===== src/rtl/frame_rate_window_meter_unit_assert.svh =====
// Assertion macros for the frame rate window meter.
// Included by files that check; relies on clk and arst_n in the including scope.
`ifndef FRAME_RATE_WINDOW_METER_UNIT_ASSERT_SVH
`define FRAME_RATE_WINDOW_METER_UNIT_ASSERT_SVH
`ifndef SYNTHESIS
`define FRWM_ASSERT_IMPL(name, ante, cons) \
	name: assert property (@(posedge clk) disable iff (!arst_n) (ante) |-> (cons)) \
		else $error("frwm assertion failed");
`define FRWM_ASSERT_NEXT(name, ante, cons) \
	name: assert property (@(posedge clk) disable iff (!arst_n) (ante) |=> (cons)) \
		else $error("frwm assertion failed");
`else
`define FRWM_ASSERT_IMPL(name, ante, cons)
`define FRWM_ASSERT_NEXT(name, ante, cons)
`endif
`endif


===== src/rtl/frwm_pkg.sv =====
// Shared types and constants for the frame rate window meter.
// No dependencies.
package frwm_pkg;

	localparam int TICK_W = 32;
	localparam int FPS_W  = 18;

	// 1000 ms/s scaled by 256 for Q.8
	localparam logic [FPS_W-1:0] FPS_SCALE = 18'd256000;
	localparam logic [FPS_W-1:0] FPS_MAX   = 18'h3FFFF;

	typedef enum logic [2:0] {
		ST_IDLE,
		ST_SUB,
		ST_ADD,
		ST_DIV,
		ST_FIN
	} frwm_state_t;

	typedef struct packed {
		logic capture;
		logic sub_old;
		logic add_new;
		logic div_step;
		logic finish;
	} frwm_cmd_t;

	typedef struct packed {
		logic out_stall;
	} frwm_status_t;

endpackage


===== src/rtl/frwm_if.sv =====
// Valid/ready channel interfaces for the frame rate window meter.
// Depends on frwm_pkg for field widths.
interface frwm_in_if import frwm_pkg::*; ();
	logic              valid;
	logic              ready;
	logic [TICK_W-1:0] tick_ms;

	modport source (output valid, output tick_ms, input ready);
	modport sink (input valid, input tick_ms, output ready);
endinterface

interface frwm_out_if import frwm_pkg::*; ();
	logic             valid;
	logic             ready;
	logic [FPS_W-1:0] fps_q8;
	logic             zero_time;

	modport source (output valid, output fps_q8, output zero_time, input ready);
	modport sink (input valid, input fps_q8, input zero_time, output ready);
endinterface


===== src/rtl/frwm_ctrl.sv =====
// Sequencer for the frame rate window meter: update, divide, deliver.
// Depends on frwm_pkg.
module frwm_ctrl import frwm_pkg::*; #(
	parameter int NUM_W = 23
) (
	input  logic         clk,
	input  logic         arst_n,
	input  logic         in_valid,
	output logic         in_ready,
	input  frwm_status_t stat,
	output frwm_cmd_t    cmd
);

	localparam int STEP_W = $clog2(NUM_W);

	frwm_state_t       state_q;
	frwm_state_t       state_d;
	logic [STEP_W-1:0] step_q;

	always_ff @(posedge clk or negedge arst_n) begin
		if (!arst_n) begin
			state_q <= ST_IDLE;
			step_q  <= '0;
		end else begin
			state_q <= state_d;
			if (state_q == ST_ADD)
				step_q <= STEP_W'(NUM_W - 1);
			else if (state_q == ST_DIV)
				step_q <= step_q - 1'b1;
		end
	end

	always_comb begin
		state_d  = state_q;
		cmd      = '0;
		in_ready = 1'b0;
		unique case (state_q)
			ST_IDLE: begin
				in_ready = 1'b1;
				if (in_valid) begin
					cmd.capture = 1'b1;
					state_d     = ST_SUB;
				end
			end
			ST_SUB: begin
				cmd.sub_old = 1'b1;
				state_d     = ST_ADD;
			end
			ST_ADD: begin
				cmd.add_new = 1'b1;
				state_d     = ST_DIV;
			end
			ST_DIV: begin
				cmd.div_step = 1'b1;
				if (step_q == '0)
					state_d = ST_FIN;
			end
			ST_FIN: begin
				// hold until the output register is free
				if (!stat.out_stall) begin
					cmd.finish = 1'b1;
					state_d    = ST_IDLE;
				end
			end
			default: state_d = ST_IDLE;
		endcase
	end

endmodule


===== src/rtl/frwm_dp.sv =====
// Datapath: frame time ring, running sum, restoring divider, output register.
// Depends on frwm_pkg.
module frwm_dp import frwm_pkg::*; #(
	parameter int WINDOW_FRAMES = 16
) (
	input  logic              clk,
	input  logic              arst_n,
	input  frwm_cmd_t         cmd,
	output frwm_status_t      stat,
	input  logic [TICK_W-1:0] tick_ms,
	input  logic              out_ready,
	output logic              out_valid,
	output logic [FPS_W-1:0]  fps_q8,
	output logic              zero_time
);

	localparam int SLOT_W = (WINDOW_FRAMES > 1) ? $clog2(WINDOW_FRAMES) : 1;
	localparam int CNT_W  = $clog2(WINDOW_FRAMES + 1);
	localparam int SUM_W  = TICK_W + $clog2(WINDOW_FRAMES);
	localparam int NUM_W  = FPS_W + CNT_W;

	logic [TICK_W-1:0] ring_mem [WINDOW_FRAMES];
	logic [TICK_W-1:0] rd_old_q;
	logic [TICK_W-1:0] delta_q;
	logic [TICK_W-1:0] last_tick_q;
	logic [SLOT_W-1:0] slot_q;
	logic [CNT_W-1:0]  count_q;
	logic [SUM_W-1:0]  sum_q;
	logic [NUM_W-1:0]  num_q;
	logic [SUM_W-1:0]  rem_q;
	logic              out_valid_q;
	logic [FPS_W-1:0]  fps_q;
	logic              zero_q;

	logic              full;
	logic [SUM_W:0]    trial;
	logic              fits;
	logic [FPS_W-1:0]  fps_sat;

	assign full    = (count_q == CNT_W'(WINDOW_FRAMES));
	assign trial   = {rem_q, num_q[NUM_W-1]};
	assign fits    = (trial >= {1'b0, sum_q});
	assign fps_sat = (|num_q[NUM_W-1:FPS_W]) ? FPS_MAX : num_q[FPS_W-1:0];

	// ring read is registered; slot is stable from the previous update to SUB
	always_ff @(posedge clk) begin
		rd_old_q <= ring_mem[slot_q];
		if (cmd.sub_old)
			ring_mem[slot_q] <= delta_q;
	end

	always_ff @(posedge clk or negedge arst_n) begin
		if (!arst_n) begin
			last_tick_q <= '0;
			slot_q      <= '0;
			count_q     <= '0;
			sum_q       <= '0;
			out_valid_q <= 1'b0;
		end else begin
			if (cmd.capture)
				last_tick_q <= tick_ms;
			if (cmd.sub_old) begin
				if (full)
					sum_q <= sum_q - SUM_W'(rd_old_q);
				else
					count_q <= count_q + 1'b1;
				slot_q <= (slot_q == SLOT_W'(WINDOW_FRAMES - 1)) ? '0 : slot_q + 1'b1;
			end
			if (cmd.add_new)
				sum_q <= sum_q + SUM_W'(delta_q);
			if (cmd.finish)
				out_valid_q <= 1'b1;
			else if (out_ready)
				out_valid_q <= 1'b0;
		end
	end

	always_ff @(posedge clk) begin
		if (cmd.capture)
			delta_q <= tick_ms - last_tick_q;
		if (cmd.add_new) begin
			num_q <= NUM_W'(FPS_SCALE) * NUM_W'(count_q);
			rem_q <= '0;
		end
		if (cmd.div_step) begin
			// one quotient bit per cycle, shifted in where the numerator leaves
			num_q <= {num_q[NUM_W-2:0], fits};
			rem_q <= fits ? SUM_W'(trial - {1'b0, sum_q}) : trial[SUM_W-1:0];
		end
		if (cmd.finish) begin
			fps_q  <= fps_sat;
			zero_q <= (sum_q == '0);
		end
	end

	assign stat.out_stall = out_valid_q && !out_ready;
	assign out_valid      = out_valid_q;
	assign fps_q8         = fps_q;
	assign zero_time      = zero_q;

endmodule


===== src/rtl/frame_rate_window_meter_unit.sv =====
// Frame rate window meter: moving average fps over the last WINDOW_FRAMES frames.
// Each transfer in passes SUB, ADD, NUM_W divide steps (NUM_W = 18 + clog2(WINDOW_FRAMES+1),
// 23 at the default) of the one-bit-per-cycle restoring divider and FIN before the result is valid.
// A new item is taken only once the sequencer is back in IDLE; a stalled output holds it in FIN.
// arst_n clears the sequencer, previous tick, slot, count, sum and output valid;
// ring contents are not cleared and are only read once written.
`include "frame_rate_window_meter_unit_assert.svh"
module frame_rate_window_meter_unit import frwm_pkg::*; #(
	parameter int WINDOW_FRAMES = 16
) (
	input  logic         clk,
	input  logic         arst_n,
	frwm_in_if.sink      in_ch,
	frwm_out_if.source   out_ch
);

	localparam int NUM_W = FPS_W + $clog2(WINDOW_FRAMES + 1);

	frwm_cmd_t    cmd;
	frwm_status_t stat;
	logic         in_ready;

	frwm_ctrl #(
		.NUM_W(NUM_W)
	) u_ctrl (
		.clk      (clk),
		.arst_n   (arst_n),
		.in_valid (in_ch.valid),
		.in_ready (in_ready),
		.stat     (stat),
		.cmd      (cmd)
	);

	frwm_dp #(
		.WINDOW_FRAMES(WINDOW_FRAMES)
	) u_dp (
		.clk       (clk),
		.arst_n    (arst_n),
		.cmd       (cmd),
		.stat      (stat),
		.tick_ms   (in_ch.tick_ms),
		.out_ready (out_ch.ready),
		.out_valid (out_ch.valid),
		.fps_q8    (out_ch.fps_q8),
		.zero_time (out_ch.zero_time)
	);

	assign in_ch.ready = in_ready;

	`FRWM_ASSERT_NEXT(a_busy_after_transfer, in_ch.valid && in_ch.ready, !in_ch.ready)
	`FRWM_ASSERT_IMPL(a_zero_saturates, out_ch.valid && out_ch.zero_time, out_ch.fps_q8 == FPS_MAX)
	`FRWM_ASSERT_IMPL(a_result_from_finish, $rose(out_ch.valid), $past(cmd.finish))

endmodule


===== src/flat_wrapper.sv =====
// flat-port wrapper written by rule: the top's interface ports become plain ports
module frame_rate_window_meter_unit_flat import frwm_pkg::*;
#(
	parameter int WINDOW_FRAMES = 16
)
  (clk, arst_n, in_ch_valid, in_ch_tick_ms, in_ch_ready, out_ch_valid, out_ch_fps_q8, out_ch_zero_time, out_ch_ready);
  frwm_in_if in_ch_i ();
  frwm_out_if out_ch_i ();
  input  logic clk;
  input  logic arst_n;
  input wire logic [$bits(in_ch_i.valid)-1:0] in_ch_valid;
  input wire logic [$bits(in_ch_i.tick_ms)-1:0] in_ch_tick_ms;
  output wire logic [$bits(in_ch_i.ready)-1:0] in_ch_ready;
  output wire logic [$bits(out_ch_i.valid)-1:0] out_ch_valid;
  output wire logic [$bits(out_ch_i.fps_q8)-1:0] out_ch_fps_q8;
  output wire logic [$bits(out_ch_i.zero_time)-1:0] out_ch_zero_time;
  input wire logic [$bits(out_ch_i.ready)-1:0] out_ch_ready;
  assign in_ch_i.valid = in_ch_valid;
  assign in_ch_i.tick_ms = in_ch_tick_ms;
  assign in_ch_ready = in_ch_i.ready;
  assign out_ch_valid = out_ch_i.valid;
  assign out_ch_fps_q8 = out_ch_i.fps_q8;
  assign out_ch_zero_time = out_ch_i.zero_time;
  assign out_ch_i.ready = out_ch_ready;
  frame_rate_window_meter_unit #(.WINDOW_FRAMES(WINDOW_FRAMES)) u_core (.clk(clk), .arst_n(arst_n), .in_ch(in_ch_i), .out_ch(out_ch_i));
endmodule

===== config.mk =====
export PLATFORM = sky130hd
export DESIGN_NAME = frame_rate_window_meter_unit_flat
export DESIGN_NICKNAME = d
export VERILOG_FILES = /design/src/rtl/frwm_pkg.sv /design/src/rtl/frwm_if.sv /design/src/rtl/frwm_ctrl.sv /design/src/rtl/frwm_dp.sv /design/src/rtl/frame_rate_window_meter_unit.sv /design/src/flat_wrapper.sv
export VERILOG_INCLUDE_DIRS = /design/src /design/src/rtl
export SDC_FILE = /design/constraint.sdc
export NUM_CORES = 1
export LEC_CHECK = 0
export ABC_AREA = 1
export BUFFER_PORTS_ARGS = -buffer_cell sky130_fd_sc_hd__buf_2
export CORE_MARGIN = 5
export CORE_UTILIZATION = 52
export DETAILED_ROUTE_END_ITERATION = 12
export PLACE_DENSITY = 0.68
export SKIP_CTS_REPAIR_TIMING = 1
export SYNTH_ARGS = -nofsm -noshare
export SYNTH_HDL_FRONTEND = slang
export SYNTH_HIERARCHICAL = 1
export SYNTH_SLANG_ARGS = --single-unit

===== constraint.sdc =====
create_clock -name clk -period 4.41 [get_ports clk]
set_clock_uncertainty 0.1 [all_clocks]
set_input_delay 0.2205 -clock clk [delete_from_list [all_inputs] [get_ports clk]]
set_output_delay 0.2205 -clock clk [all_outputs]
set_load 0.01 [all_outputs]

==> metrics.csv <==
stage,metric,value,unit
logic_synthesis,syn_inst,3919,
status,status,"finished, final reports clean",
logic_synthesis,synth-seq-cells,740,
hold_path,hp-class,input port to asynchronous set/reset pin,
cells_and_area,syn_to_final_growth,12.2,%
timing,worst_pin_slew,1260,ps
detailed_routing,drtIter0Drc,2913,
cells_and_area,fill_cells,6088,
placement,dp_hpwl,65300,um
detailed_routing,wl,99100,um
cells_and_area,utilization,58.5,%
logic_synthesis,seq_area_frac_synth,57.9,%
logic_synthesis,synth_area_leader_cell,edfxtp_1,
timing,fin_ws,696,ps
logic_synthesis,synthesis.nets,4101,
setup_path,reg2reg_from,u_core/u_dp/count_q[3]$_DFFE_PN0P_,
power,power,35.7,mW
timing,max_slew_margin,15.7,%
setup_path,cp-end-kind,flop,
setup_path,cp-start-kind,flop,
logic_synthesis,synthTopCellsByArea,"edfxtp_1, nand2_1, dfrtp_1, nor2_1, o21ai_0",
global_routing,track_usage,25.2,%
placement,placedInstanceArea,38600,um2
die,start_util,52.1,%
placement,place_congestion,0.916,
global_routing,grt_max_degree,96,
cells_and_area,stdcell_area,41600,um2
placement,place.port_buffers,56,
die,die_w,277,um
detailed_routing,via_count,28000,
cells_and_area,drive_above_1_share,7.57,%
timing,fin_setup_tns,0,ps
die,core-area,71100,um2
placement,post-place-ws,689,ps
logic_synthesis,synthArstFlopShare,11.6,%
detailed_routing,drc,0,
job,max_cap_violations,0,
timing,rsz0062_at_grt,false,
global_routing,antenna_found_initial,0,
cts,cts-buffers-inserted,79,
timing,hold_violations,0,
detailed_routing,wl_per_cell,19.7,um
timing,holdWs,94.6,ps
cells_and_area,multi_input_area,13700,um2
logic_synthesis,synth_top_area_share,50.4,%
cts,clk_pin_slew,60,ps
global_routing,grt_pass1_wl,153000,um
timing,final_max_slew_viol_count,0,
logic_synthesis,synth_edf_count,622,
logic_synthesis,avgSynthCellArea,9.46,um2
cts,cts_tree,done,
setup_path,ff2ff_path_depth,13,
power,p_leak,16.7,nW
global_routing,gr-total-overflow,0,
detailed_routing,postRouteAntennaNets,0,
cts,htree_num_levels,3,
detailed_routing,dr.pass1.iters,6,
logic_synthesis,synthFlopType,edfxtp_1,
power,powerDensity,858,nW/um2
logic_synthesis,ys_types,51,
logic_synthesis,yosysWarnings,6,
setup_path,required,4680,ps
die,die_area,76700,um2
timing,max_freq,0.269,GHz
die,ios,57,
timing,fin_crit,3710,ps
cells_and_area,diodes,0,
setup_path,worst-path-max-fanout,7,
global_routing,grt_pass1_vias,26800,
detailed_routing,viasPerCell,5.59,
setup_path,reg2reg_to,u_core/u_dp/num_q[22]$_DFFE_PP_,
die,die_h,277,um
cts,clock-sinks,740,
placement,place_inst,4840,
power,peakVddDrop,610,uV
setup_path,rrSetupSlack,700,ps
cells_and_area,stdcell_count,5021,
cts,cts-root-buf,clkbuf_16,
cts,cts_buffer_depth,3,
timing,min_period_over_period,84.2,%
cells_and_area,regArea,21500,um2
setup_path,critPathArrivalTime,3990,ps
setup_path,critPathKind,flop to flop,
logic_synthesis,syn_area,37100,um2
cells_and_area,final_nets,4188,
cts,clk_latency,630,ps
setup_path,startpoint,u_core/u_dp/count_q[3]$_DFFE_PN0P_,
die,rows,98,
timing,setup_viol,0,
setup_path,endpoint,u_core/u_dp/num_q[22]$_DFFE_PP_,
-- worst min-delay path by stage --
stage / startpoint / to / slack [ps] / cells after the start
after global placement: arst_n / u_core/u_dp/last_tick_q[17]$_DFFE_PN0P_ / 230 / 1
after floorplan: arst_n / u_core/u_ctrl/state_q[0]$_DFFE_PN0P_ / -180 / 0
after CTS: arst_n / u_core/u_dp/last_tick_q[17]$_DFFE_PN0P_ / -430 / 1
after global routing: arst_n / u_core/u_dp/last_tick_q[17]$_DFFE_PN0P_ / 170 / 2
after detailed placement: arst_n / u_core/u_dp/last_tick_q[17]$_DFFE_PN0P_ / 230 / 1
final: arst_n / u_core/u_dp/last_tick_q[17]$_DFFE_PN0P_ / 90 / 2
-- per-layer routing --
layer	GRT usage [%]	vias up	share of wire [%]
li1	-	13500	-
met1	35.2	13400	43
met2	42.0	1003	48
met3	3.20	162	7.0
met4	7.10	0	2.6
met5	0	-	0
-- power by group --
part | switching, mW | total (mW) | internal [mW]
sequential | 1.28 | 10.7 | 9.47
combinational | 12.3 | 18.3 | 5.96
clock | 2.77 | 6.65 | 3.88
-- critical path, cell delays in order (launching register included) --
cell	delay [ps]
dfrtp_1	490
fa_1	590
fa_1	510
inv_1	50
fa_1	490
inv_1	40
ha_1	340
nand3_1	100
nand3_1	110
nand2_1	90
o311ai_0	140
or2_2	300
nand3_1	70
nand2_1	50
-- area by class of cell --
cell class              instances  area share [%]
multi-input cells            2653            33.0
inverters                     392            3.57
well taps                     950            2.86
repair buffers                140            2.59
clock buffers                 101            5.23
flip-flops and latches        740            51.6
clock inverters                45            1.10
-- cell families (layout without fill, tap and decap cells) --
kind of cell | after synthesis | count (layout) | share of synthesized area [%]
buf+inv | 526 | 678 | 5.50
fa+ha+maj | 146 | 146 | 5.19
simple gates | 1711 | 1711 | 18.9
compound gates | 715 | 715 | 10.6
xor+xnor | 80 | 80 | 1.89
flops | 740 | 740 | 57.9
mux | 1 | 1 | 0.0304
-- synthesized netlist by cell type, types with 13 or more instances --
library cell and n:
a21oi_1 141, buf_2 21, clkbuf_1 106, dfrtp_1 86, dfxtp_1 32, edfxtp_1 622
fa_1 13, ha_1 133, inv_1 384, nand2_1 877, nand3_1 122, nand3b_1 19
nand4_1 57, nor2_1 549, nor3_1 34, nor4_1 17, o21ai_0 379, o21bai_1 21
o22ai_1 131, xnor2_1 21, xor2_1 59
-- flip-flops by register name, indices dropped and copies added (netlist names) --
| name | flops |
|---|---|
| u_core/u_dp/sum_q | 36 |
| u_core/u_ctrl/state_q | 3 |
| u_core/u_dp/slot_q | 4 |
| u_core/u_dp/rd_old_q | 32 |
| u_core/u_dp/delta_q | 32 |
| u_core/u_dp/ring_mem | 512 |
| u_core/u_dp/last_tick_q | 32 |
| u_core/u_dp/count_q | 5 |
| u_core/u_dp/zero_time | 1 |
| u_core/u_dp/num_q | 23 |
| u_core/u_dp/rem_q | 36 |
| u_core/u_dp/out_valid | 1 |
| u_core/u_ctrl/step_q | 5 |
| u_core/u_dp/fps_q8 | 18 |
-- cell usage in the layout, fill, tap and decap left out, types with 16 or more instances in the layout --
| cell | Yosys | routed |
|---|---|---|
| edfxtp_1 | 622 | 622 |
| nand3b_1 | 19 | 19 |
| ha_1 | 133 | 133 |
| nor2_4 | 1 | 20 |
| dlygate4sd3_1 | 0 | 35 |
| nand4_1 | 57 | 57 |
| nor4_1 | 17 | 16 |
| xnor2_1 | 21 | 21 |
| inv_1 | 384 | 382 |
| nor2_1 | 549 | 530 |
| o21bai_1 | 21 | 21 |
| o21ai_0 | 379 | 379 |
| buf_2 | 21 | 55 |
| clkbuf_16 | 0 | 82 |
| clkinv_2 | 0 | 18 |
| dfrtp_1 | 86 | 84 |
| dfxtp_1 | 32 | 32 |
| buf_4 | 0 | 44 |
| nand3_1 | 122 | 122 |
| a21oi_1 | 141 | 140 |
| nor3_1 | 34 | 32 |
| xor2_1 | 59 | 59 |
| nand2_1 | 877 | 876 |
| o22ai_1 | 131 | 131 |
Note: power is estimated with default switching activity, not from simulation.
